**src/rtl/hobb_pkg.sv**
```systemverilog
// Shared types, constants and helpers for the hourly OHLC bar builder.
// No dependencies; every other file of the block imports this package.
`timescale 1ns / 1ps
`default_nettype none

package hobb_pkg;

	// field widths
	localparam int TIME_W     = 17;
	localparam int WIN_W      = 18;
	localparam int PRICE_W    = 48;
	localparam int VOL_W      = 40;
	localparam int VOLD_W     = 41;
	localparam int ALU_W      = 48;
	localparam int CFG_IDX_W  = 2;
	localparam int CFG_DATA_W = 17;

	// remainder unit: one dividend bit per step
	localparam int DIV_STEPS = TIME_W;
	localparam int CNT_W     = $clog2(DIV_STEPS);
	localparam logic [CNT_W-1:0] CNT_LAST = CNT_W'(DIV_STEPS - 1);

	// time constants
	localparam logic [TIME_W-1:0] MINUTE_SECONDS = TIME_W'(60);
	localparam logic [TIME_W-1:0] BAR_MIN        = TIME_W'(60);
	localparam logic [TIME_W-1:0] BAR_MAX        = TIME_W'(86400);
	localparam logic [TIME_W-1:0] BAR_RESET      = TIME_W'(60 * 60);
	localparam logic [WIN_W-1:0]  DAY_SECONDS    = WIN_W'(86400);
	localparam logic [WIN_W-1:0]  TWO_DAYS       = WIN_W'(2 * 86400);

	// configuration register indexes
	localparam logic [CFG_IDX_W-1:0] REG_RESUME_ENABLE = CFG_IDX_W'(0);
	localparam logic [CFG_IDX_W-1:0] REG_RESUME_TIME   = CFG_IDX_W'(1);
	localparam logic [CFG_IDX_W-1:0] REG_BAR_SECONDS   = CFG_IDX_W'(2);

	// configuration seen by the sequencer (bar length already clamped)
	typedef struct packed {
		logic              resume_enable;
		logic [TIME_W-1:0] resume_time;
		logic [TIME_W-1:0] bar_len;
	} hobb_cfg_t;

	// shared compare/subtract unit
	typedef struct packed {
		logic [ALU_W-1:0] a;
		logic [ALU_W-1:0] b;
	} hobb_alu_req_t;

	typedef struct packed {
		logic             lt;
		logic [ALU_W-1:0] diff;
	} hobb_alu_rsp_t;

	// sequencer states, one-hot
	typedef enum logic [8:0] {
		ST_IDLE    = 9'b000000001,
		ST_CHK_RES = 9'b000000010,
		ST_CHK_BEG = 9'b000000100,
		ST_CHK_END = 9'b000001000,
		ST_UPD_HI  = 9'b000010000,
		ST_UPD_LO  = 9'b000100000,
		ST_EMIT    = 9'b001000000,
		ST_DIV     = 9'b010000000,
		ST_FIX     = 9'b100000000
	} hobb_state_t;

	// wrap a window bound below three days into a second of day
	function automatic logic [TIME_W-1:0] day_wrap(input logic [WIN_W-1:0] v);
		logic [WIN_W-1:0] r;
		r = v;
		if (r >= TWO_DAYS) begin
			r = r - TWO_DAYS;
		end else if (r >= DAY_SECONDS) begin
			r = r - DAY_SECONDS;
		end
		return r[TIME_W-1:0];
	endfunction

endpackage

`default_nettype wire

```
**src/rtl/hobb_alu.sv**
```systemverilog
// Shared compare/subtract unit of the bar builder: a - b with borrow.
// Depends on hobb_pkg for the request and response types.
`timescale 1ns / 1ps
`default_nettype none

module hobb_alu (
	input  wire hobb_pkg::hobb_alu_req_t req,
	output hobb_pkg::hobb_alu_rsp_t      rsp
);
	import hobb_pkg::*;

	logic [ALU_W:0] sub;

	// subtract with one extra bit; the top bit is the borrow, set when a < b
	assign sub      = {1'b0, req.a} - {1'b0, req.b};
	assign rsp.lt   = sub[ALU_W];
	assign rsp.diff = sub[ALU_W-1:0];

endmodule

`default_nettype wire

```
**src/rtl/hobb_seq.sv**
```systemverilog
// Sequencer of the bar builder: window state, bar statistics, remainder steps
// and the output register. Depends on hobb_pkg and hobb_alu.
`timescale 1ns / 1ps
`default_nettype none

module hobb_seq (
	input  wire                               clk,
	input  wire                               arst_n,
	input  wire hobb_pkg::hobb_cfg_t          cfg,
	input  wire                               tick_valid,
	output logic                              tick_ready,
	input  wire  [hobb_pkg::TIME_W-1:0]       tick_time,
	input  wire  [hobb_pkg::PRICE_W-1:0]      tick_price,
	input  wire  [hobb_pkg::VOL_W-1:0]        tick_cum_volume,
	output logic                              bar_valid,
	input  wire                               bar_ready,
	output logic [hobb_pkg::TIME_W-1:0]       bar_start,
	output logic [hobb_pkg::TIME_W-1:0]       bar_end,
	output logic [hobb_pkg::PRICE_W-1:0]      open_price,
	output logic [hobb_pkg::PRICE_W-1:0]      high_price,
	output logic [hobb_pkg::PRICE_W-1:0]      low_price,
	output logic [hobb_pkg::PRICE_W-1:0]      close_price,
	output logic signed [hobb_pkg::VOLD_W-1:0] volume_traded
);
	import hobb_pkg::*;

	hobb_state_t state_q, state_d;

	// latched tick
	logic [TIME_W-1:0]  t_q;
	logic [PRICE_W-1:0] price_q;
	logic [VOL_W-1:0]   vol_q;

	// window and bar state
	logic               window_open_q;
	logic               has_ticks_q;
	logic [WIN_W-1:0]   window_start_q;
	logic [WIN_W-1:0]   window_end_q;
	logic [PRICE_W-1:0] first_price_q;
	logic [PRICE_W-1:0] max_price_q;
	logic [PRICE_W-1:0] min_price_q;
	logic [PRICE_W-1:0] last_price_q;
	logic [VOL_W-1:0]   first_vol_q;
	logic [VOL_W-1:0]   last_vol_q;

	// remainder unit
	logic [TIME_W-1:0]  div_x_q;
	logic [TIME_W-1:0]  divisor_q;
	logic [TIME_W-1:0]  rem_q;
	logic [CNT_W-1:0]   cnt_q;
	logic [TIME_W:0]    rem_shift;

	// output register
	logic               out_valid_q;
	logic               out_free;
	logic [TIME_W-1:0]  out_start_q;
	logic [TIME_W-1:0]  out_end_q;
	logic [PRICE_W-1:0] out_open_q;
	logic [PRICE_W-1:0] out_high_q;
	logic [PRICE_W-1:0] out_low_q;
	logic [PRICE_W-1:0] out_close_q;
	logic [VOLD_W-1:0]  out_vol_q;

	hobb_alu_req_t alu_req;
	hobb_alu_rsp_t alu_rsp;
	logic          tick_xfer;
	logic          closing_lt;

	hobb_alu u_alu (
		.req(alu_req),
		.rsp(alu_rsp)
	);

	assign tick_ready = (state_q == ST_IDLE);
	assign tick_xfer  = tick_valid && tick_ready;
	assign out_free   = !out_valid_q || bar_ready;
	assign rem_shift  = {rem_q, div_x_q[TIME_W-1]};
	assign closing_lt = alu_rsp.lt;

	// select the operands of the shared unit for the current step
	always_comb begin
		alu_req.a = '0;
		alu_req.b = '0;
		case (state_q)
			ST_CHK_RES: begin
				alu_req.a = ALU_W'(t_q);
				alu_req.b = ALU_W'(cfg.resume_time);
			end
			ST_CHK_BEG: begin
				alu_req.a = ALU_W'(t_q);
				alu_req.b = ALU_W'(window_start_q);
			end
			ST_CHK_END: begin
				alu_req.a = ALU_W'(t_q);
				alu_req.b = ALU_W'(window_end_q);
			end
			ST_UPD_HI: begin
				alu_req.a = max_price_q;
				alu_req.b = price_q;
			end
			ST_UPD_LO: begin
				alu_req.a = price_q;
				alu_req.b = min_price_q;
			end
			ST_DIV: begin
				alu_req.a = ALU_W'(rem_shift);
				alu_req.b = ALU_W'(divisor_q);
			end
			ST_FIX: begin
				alu_req.a = ALU_W'(t_q);
				alu_req.b = ALU_W'(rem_q);
			end
			default: begin
				alu_req.a = '0;
				alu_req.b = '0;
			end
		endcase
	end

	// next state
	always_comb begin
		state_d = state_q;
		case (state_q)
			ST_IDLE: begin
				if (tick_xfer) state_d = ST_CHK_RES;
			end
			ST_CHK_RES: begin
				if (cfg.resume_enable && alu_rsp.lt) state_d = ST_IDLE;
				else if (!window_open_q) state_d = ST_DIV;
				else state_d = ST_CHK_BEG;
			end
			ST_CHK_BEG: begin
				state_d = alu_rsp.lt ? ST_IDLE : ST_CHK_END;
			end
			ST_CHK_END: begin
				if (closing_lt) state_d = has_ticks_q ? ST_UPD_HI : ST_IDLE;
				else state_d = has_ticks_q ? ST_EMIT : ST_DIV;
			end
			ST_UPD_HI: state_d = ST_UPD_LO;
			ST_UPD_LO: state_d = ST_IDLE;
			ST_EMIT: begin
				if (out_free) state_d = ST_DIV;
			end
			ST_DIV: begin
				if (cnt_q == CNT_LAST) state_d = ST_FIX;
			end
			ST_FIX: state_d = ST_IDLE;
			default: state_d = ST_IDLE;
		endcase
	end

	// control state
	always_ff @(posedge clk or negedge arst_n) begin
		if (!arst_n) begin
			state_q       <= ST_IDLE;
			window_open_q <= 1'b0;
			has_ticks_q   <= 1'b0;
			cnt_q         <= '0;
			out_valid_q   <= 1'b0;
		end else begin
			state_q <= state_d;
			// step counter runs only inside the remainder loop
			if (state_q == ST_DIV) cnt_q <= cnt_q + CNT_W'(1);
			else cnt_q <= '0;
			// open the window and mark the bar live
			if (state_q == ST_FIX) begin
				window_open_q <= 1'b1;
				has_ticks_q   <= 1'b1;
			end else if (state_q == ST_CHK_END && closing_lt && !has_ticks_q) begin
				has_ticks_q <= 1'b1;
			end
			// hold a bar until the receiver takes it
			if (state_q == ST_EMIT && out_free) out_valid_q <= 1'b1;
			else if (bar_ready) out_valid_q <= 1'b0;
		end
	end

	// datapath registers
	always_ff @(posedge clk) begin
		case (state_q)
			ST_IDLE: begin
				if (tick_xfer) begin
					t_q     <= tick_time;
					price_q <= tick_price;
					vol_q   <= tick_cum_volume;
				end
			end
			ST_CHK_RES: begin
				// first window: clear the seconds of the tick time
				div_x_q   <= t_q;
				divisor_q <= MINUTE_SECONDS;
				rem_q     <= '0;
			end
			ST_CHK_END: begin
				if (closing_lt) begin
					// start a bar in an empty window
					if (!has_ticks_q) begin
						first_price_q <= price_q;
						max_price_q   <= price_q;
						min_price_q   <= price_q;
						last_price_q  <= price_q;
						first_vol_q   <= vol_q;
						last_vol_q    <= vol_q;
					end
				end else begin
					// skip whole windows: remainder of (t - end) by the bar length
					div_x_q   <= alu_rsp.diff[TIME_W-1:0];
					divisor_q <= cfg.bar_len;
					rem_q     <= '0;
				end
			end
			ST_UPD_HI: begin
				if (alu_rsp.lt) max_price_q <= price_q;
			end
			ST_UPD_LO: begin
				if (alu_rsp.lt) min_price_q <= price_q;
				last_price_q <= price_q;
				last_vol_q   <= vol_q;
			end
			ST_EMIT: begin
				if (out_free) begin
					out_start_q <= day_wrap(window_start_q);
					out_end_q   <= day_wrap(window_end_q);
					out_open_q  <= first_price_q;
					out_high_q  <= max_price_q;
					out_low_q   <= min_price_q;
					out_close_q <= last_price_q;
					out_vol_q   <= {1'b0, last_vol_q} - {1'b0, first_vol_q};
				end
			end
			ST_DIV: begin
				// restoring step: subtract the divisor when it fits
				if (alu_rsp.lt) rem_q <= rem_shift[TIME_W-1:0];
				else rem_q <= alu_rsp.diff[TIME_W-1:0];
				div_x_q <= {div_x_q[TIME_W-2:0], 1'b0};
			end
			ST_FIX: begin
				// new window starts at the tick time less the remainder
				window_start_q <= WIN_W'(alu_rsp.diff[TIME_W-1:0]);
				window_end_q   <= WIN_W'(alu_rsp.diff[TIME_W-1:0]) + WIN_W'(cfg.bar_len);
				first_price_q  <= price_q;
				max_price_q    <= price_q;
				min_price_q    <= price_q;
				last_price_q   <= price_q;
				first_vol_q    <= vol_q;
				last_vol_q     <= vol_q;
			end
			default: begin
			end
		endcase
	end

	assign bar_valid     = out_valid_q;
	assign bar_start     = out_start_q;
	assign bar_end       = out_end_q;
	assign open_price    = out_open_q;
	assign high_price    = out_high_q;
	assign low_price     = out_low_q;
	assign close_price   = out_close_q;
	assign volume_traded = $signed(out_vol_q);

endmodule

`default_nettype wire

```
**src/rtl/hourly_ohlc_bar_builder.sv**
```systemverilog
// Hourly OHLC bar builder.
// Ticks enter on the tick channel (tick_valid/tick_ready): second of day, price
// in 48-bit fixed point and cumulative day volume, in time order. Closed bars
// leave on the bar channel (bar_valid/bar_ready) with start, end, open, high,
// low, close and traded volume.
// Configuration: cfg_we writes cfg_data to register cfg_index
// (0 resume_enable, 1 resume_time, 2 bar_seconds); write only while idle.
// Sequencing: one sequencer around one shared compare/subtract unit handles
// each tick and takes no new tick until done. A tick dropped by the resume
// filter takes only the resume check, a late tick also the window start
// check, a tick inside the window also the window end check and the high and
// low updates; a tick that opens the first window or closes one runs the 17
// one-bit remainder steps. A tick that closes a bar, after its resume, start
// and end checks, waits for the output register to empty and loads the bar.
// A closed bar sits in the output register until bar_ready; while it waits,
// ticks inside the window are still taken, and only a tick that must emit a
// new bar stalls.
// Reset: no window open, bar length 3600 s, resume filter off, no bar pending.
// Depends on hobb_pkg, hobb_seq and hobb_alu.
`timescale 1ns / 1ps
`default_nettype none

module hourly_ohlc_bar_builder (
	input  wire                                 clk,
	input  wire                                 arst_n,
	input  wire                                 cfg_we,
	input  wire  [hobb_pkg::CFG_IDX_W-1:0]      cfg_index,
	input  wire  [hobb_pkg::CFG_DATA_W-1:0]     cfg_data,
	input  wire                                 tick_valid,
	output logic                                tick_ready,
	input  wire  [hobb_pkg::TIME_W-1:0]         tick_time,
	input  wire  [hobb_pkg::PRICE_W-1:0]        tick_price,
	input  wire  [hobb_pkg::VOL_W-1:0]          tick_cum_volume,
	output logic                                bar_valid,
	input  wire                                 bar_ready,
	output logic [hobb_pkg::TIME_W-1:0]         bar_start,
	output logic [hobb_pkg::TIME_W-1:0]         bar_end,
	output logic [hobb_pkg::PRICE_W-1:0]        open_price,
	output logic [hobb_pkg::PRICE_W-1:0]        high_price,
	output logic [hobb_pkg::PRICE_W-1:0]        low_price,
	output logic [hobb_pkg::PRICE_W-1:0]        close_price,
	output logic signed [hobb_pkg::VOLD_W-1:0]  volume_traded
);
	import hobb_pkg::*;

	logic              resume_enable_q;
	logic [TIME_W-1:0] resume_time_q;
	logic [TIME_W-1:0] bar_seconds_q;
	hobb_cfg_t         cfg;

	// configuration registers
	always_ff @(posedge clk or negedge arst_n) begin
		if (!arst_n) begin
			resume_enable_q <= 1'b0;
			resume_time_q   <= '0;
			bar_seconds_q   <= BAR_RESET;
		end else if (cfg_we) begin
			case (cfg_index)
				REG_RESUME_ENABLE: resume_enable_q <= cfg_data[0];
				REG_RESUME_TIME:   resume_time_q   <= cfg_data[TIME_W-1:0];
				REG_BAR_SECONDS:   bar_seconds_q   <= cfg_data[TIME_W-1:0];
				default: begin
				end
			endcase
		end
	end

	// clamp the bar length into one minute .. one day
	always_comb begin
		cfg.resume_enable = resume_enable_q;
		cfg.resume_time   = resume_time_q;
		if (bar_seconds_q < BAR_MIN) cfg.bar_len = BAR_MIN;
		else if (bar_seconds_q > BAR_MAX) cfg.bar_len = BAR_MAX;
		else cfg.bar_len = bar_seconds_q;
	end

	hobb_seq u_seq (
		.clk            (clk),
		.arst_n         (arst_n),
		.cfg            (cfg),
		.tick_valid     (tick_valid),
		.tick_ready     (tick_ready),
		.tick_time      (tick_time),
		.tick_price     (tick_price),
		.tick_cum_volume(tick_cum_volume),
		.bar_valid      (bar_valid),
		.bar_ready      (bar_ready),
		.bar_start      (bar_start),
		.bar_end        (bar_end),
		.open_price     (open_price),
		.high_price     (high_price),
		.low_price      (low_price),
		.close_price    (close_price),
		.volume_traded  (volume_traded)
	);

endmodule

`default_nettype wire

```
**config.mk**
```make
export PLATFORM = sky130hd
export DESIGN_NAME = hourly_ohlc_bar_builder
export DESIGN_NICKNAME = d
export VERILOG_FILES = /design/src/rtl/hobb_pkg.sv /design/src/rtl/hobb_alu.sv /design/src/rtl/hobb_seq.sv /design/src/rtl/hourly_ohlc_bar_builder.sv
export SDC_FILE = /design/constraint.sdc
export NUM_CORES = 1
export LEC_CHECK = 0
export BUFFER_PORTS_ARGS = -buffer_cell sky130_fd_sc_hd__buf_4
export CAP_MARGIN = 5
export CORE_UTILIZATION = 58
export DETAILED_ROUTE_END_ITERATION = 16
export GPL_TIMING_DRIVEN = 0
export PLACE_DENSITY = 0.77
export REMOVE_ABC_BUFFERS = 1
export SLEW_MARGIN = 20
export SYNTH_ARGS = -nofsm -noshare
export SYNTH_HDL_FRONTEND = slang
export SYNTH_HIERARCHICAL = 1
export SYNTH_SLANG_ARGS = --single-unit
```
**constraint.sdc**
```tcl
create_clock -name clk -period 17.9 [get_ports clk]
set_input_delay 3.58 -clock clk [delete_from_list [all_inputs] [get_ports clk]]
set_output_delay 3.58 -clock clk [all_outputs]
set_load 0.01 [all_outputs]
```
==> impl_results.md <==
* CP arrival at between 8000 and 9000 ps
* Total CTS buffers at 80
* Area Growth Syn to Fin at 22.3%
* Required time worst endpoint at between 15000 and 20000 ps
* Clock buffer depth at 3
* Post_cts resized at 0
* Worst Hold Endpoint: u_seq/close_price[7]
* DIE AREA at between 50000 and 60000 um2
* Vias at 20200
* CTS tree: yes
* Core area at 55100 um2
* DRT iter0 DRCs at a little under 2000
* Worst setup path category: register to register
* Synth Warn # at 6
* Global-route wire length before repair at approximately 110000 um
* R2R setup slack at about 9400 ps
* Initial Util at 0.587
* Synth Cell Area at around 32000 um2
* Slew HR at 0.221
* Fin Clk Skew at 29.4 ps
* Tot Pwr at 5610 uW
* Hold_sp: u_seq/last_price_q[7]
* R2r worst-path depth at 24
* Clk_lat worst skew at roughly 620 ps
* Seq pwr share at 0.423
* DRC viols at 0
* I/O Buffers at a little under 400
* Clk sinks at approximately 800
* Post-CTS Hold Fix Bufs at 0
* Worst r2r src: u_seq/state_q[6]
* Final min period at between 8000 and 9000 ps
* Reg clk slew, reported paths at around 60 ps
* Final Hold Vio Count at 0
* Detail Placement HPWL at between 50000 and 60000 um
* Hold WC Path Type: register to register
* DR WL/cell at between 20 and 25 um
* R2R Path End: u_seq/min_price_q[24]
* Largest fanout on the critical path at 53
* CP Launch Type: register
* Hold path depth at 0
* Clock power frac at 0.304
* Sw power at 1710 uW
* Routed wire length at a little under 80000 um
* Static Leak at 0.0150 uW
* Boundary Pins at slightly below 400
* Comb power frac at 0.274
* Vias in the first global route at between 15000 and 20000
* Max frequency at about 0.12 GHz
* RSZ-0062 raised after global routing: no
* Gr ovfl total at 0
* Filler cell count at around 3500
* Final setup viols at 0
* Cell Int Power at about 3900 uW
* Fin crit share at 0.473
* Worst-Margin Slew at about 1200 ps
* Nets at approximately 2800
* ANT nets after route at 0
* Root Driver: clkbuf_16
* All-Layer GR Usage at 0.269
* Chip width at 238 um
* Commonest non-fill, non-tap cells in the layout: edfxtp_1 (730), buf_4 (418), nand2_1 (132)
* Initial antenna violation count at 2
* Via density at between 5 and 6
* Ratio of cells with drive above 1 in the final layout at 0.249
* Synthesized area per cell at 15.2 um2
* Setup bufs post-CTS at 0
* Die Y at roughly 240 um
* Pwr dens at ~140 nW/um2
* Pre-antenna DRT Iters at 10
* Core Rows at 86
* Status: finished, final reports clean
* H-tree lvl count at 3
* IR drop worst, VDD at around 0.00015 V
* Commonest non-fill, non-tap cell in the layout: edfxtp_1
* Pins Over Slew Limit at 0
* Worst hold slack at roughly 400 ps
* Maxcap violations at 0
* Switch share at 0.306
* RD Place Congestion at 1.00
* Synth Instances at roughly 2100
* Largest net degree at the start of global routing at between 50 and 60
* CP endpoint kind: register
-- metal layers --
metal	vias up	GRT usage	routed length [um]
met1	9899	0.355	30300
met4	2	0.0991	2830
met5	-	0	14
met2	1068	0.437	37400
met3	192	0.0627	6790
li1	9024	-	-
-- flip-flops by register name, summed over array words and instances, names as in the netlist, 18 cells and up --
name                 flops
u_seq/close_price       48
u_seq/first_price_q     48
u_seq/high_price        48
u_seq/last_price_q      48
u_seq/low_price         48
u_seq/max_price_q       48
u_seq/min_price_q       48
u_seq/open_price        48
u_seq/price_q           48
u_seq/volume_traded     41
u_seq/first_vol_q       40
u_seq/last_vol_q        40
u_seq/vol_q             40
u_seq/window_end_q      18
-- worst max-delay path by stage --
stage                                 from                 endpoint  depth (start not counted)
after floorplan           u_seq/state_q[3]   u_seq/first_price_q[0]                         18
after global placement    u_seq/state_q[3]  u_seq/first_price_q[12]                         18
after detailed placement  u_seq/state_q[6]    u_seq/min_price_q[37]                         24
after CTS                 u_seq/state_q[6]    u_seq/min_price_q[28]                         24
after global routing      u_seq/state_q[6]    u_seq/min_price_q[28]                         24
final                     u_seq/state_q[6]    u_seq/min_price_q[24]                         24
-- metrics by stage --
step	setup slack, ps	instance area [um2]	TNS (ps)	util	instances
6_report	9430	39600	0	0.718	3383
5_1_grt	9180	39600	0	0.718	3382
4_1_cts	9470	39600	0	0.718	3382
3_5_place_dp	9540	36800	0	0.669	3235
3_3_place_gp	-9560	35800	-2418970	0.650	3174
2_1_floorplan	992	31900	0	-	2029
-- layout make-up --
type | instances | area (um2) | area share
Antenna cell | 1 | 2.50 | 0.0000632
Clock buffer | 99 | 2190 | 0.0552
Clock inverter | 48 | 534 | 0.0135
Inverter | 120 | 450 | 0.0114
Multi-Input combinational cell | 1127 | 8300 | 0.210
Sequential cell | 782 | 23200 | 0.587
Tap cell | 748 | 936 | 0.0237
Timing Repair Buffer | 458 | 3930 | 0.0994
-- power groups by stage --
stage	Clock (uW)	Sequential, uW	Combinational (uW)
after floorplan	0	2360	1060
after global routing	1800	2380	1640
after CTS	1730	2370	1510
after detailed placement	0	2400	1490
final	1700	2370	1530
after global placement	0	2420	1380
-- worst max-delay path, cell delays in order, from the launching register on --
cell and delay (ps):
dfrtp_1 510, or4_1 650, or3_1 510, inv_2 100, nand3_2 150, inv_2 870
a22o_1 250, a21oi_1 50, nand3_1 110, inv_1 50, ha_1 350, nor2b_1 160
o21a_1 220, a311o_1 500, a21oi_2 390, o41ai_4 170, o211ai_2 290, o41ai_4 120
nand2b_1 110, a32o_2 510, nand2_1 260, o21ai_4 690, a21boi_4 690, buf_16 250
buf_16 170
No activity file was read; power rests on OpenSTA's default activity.
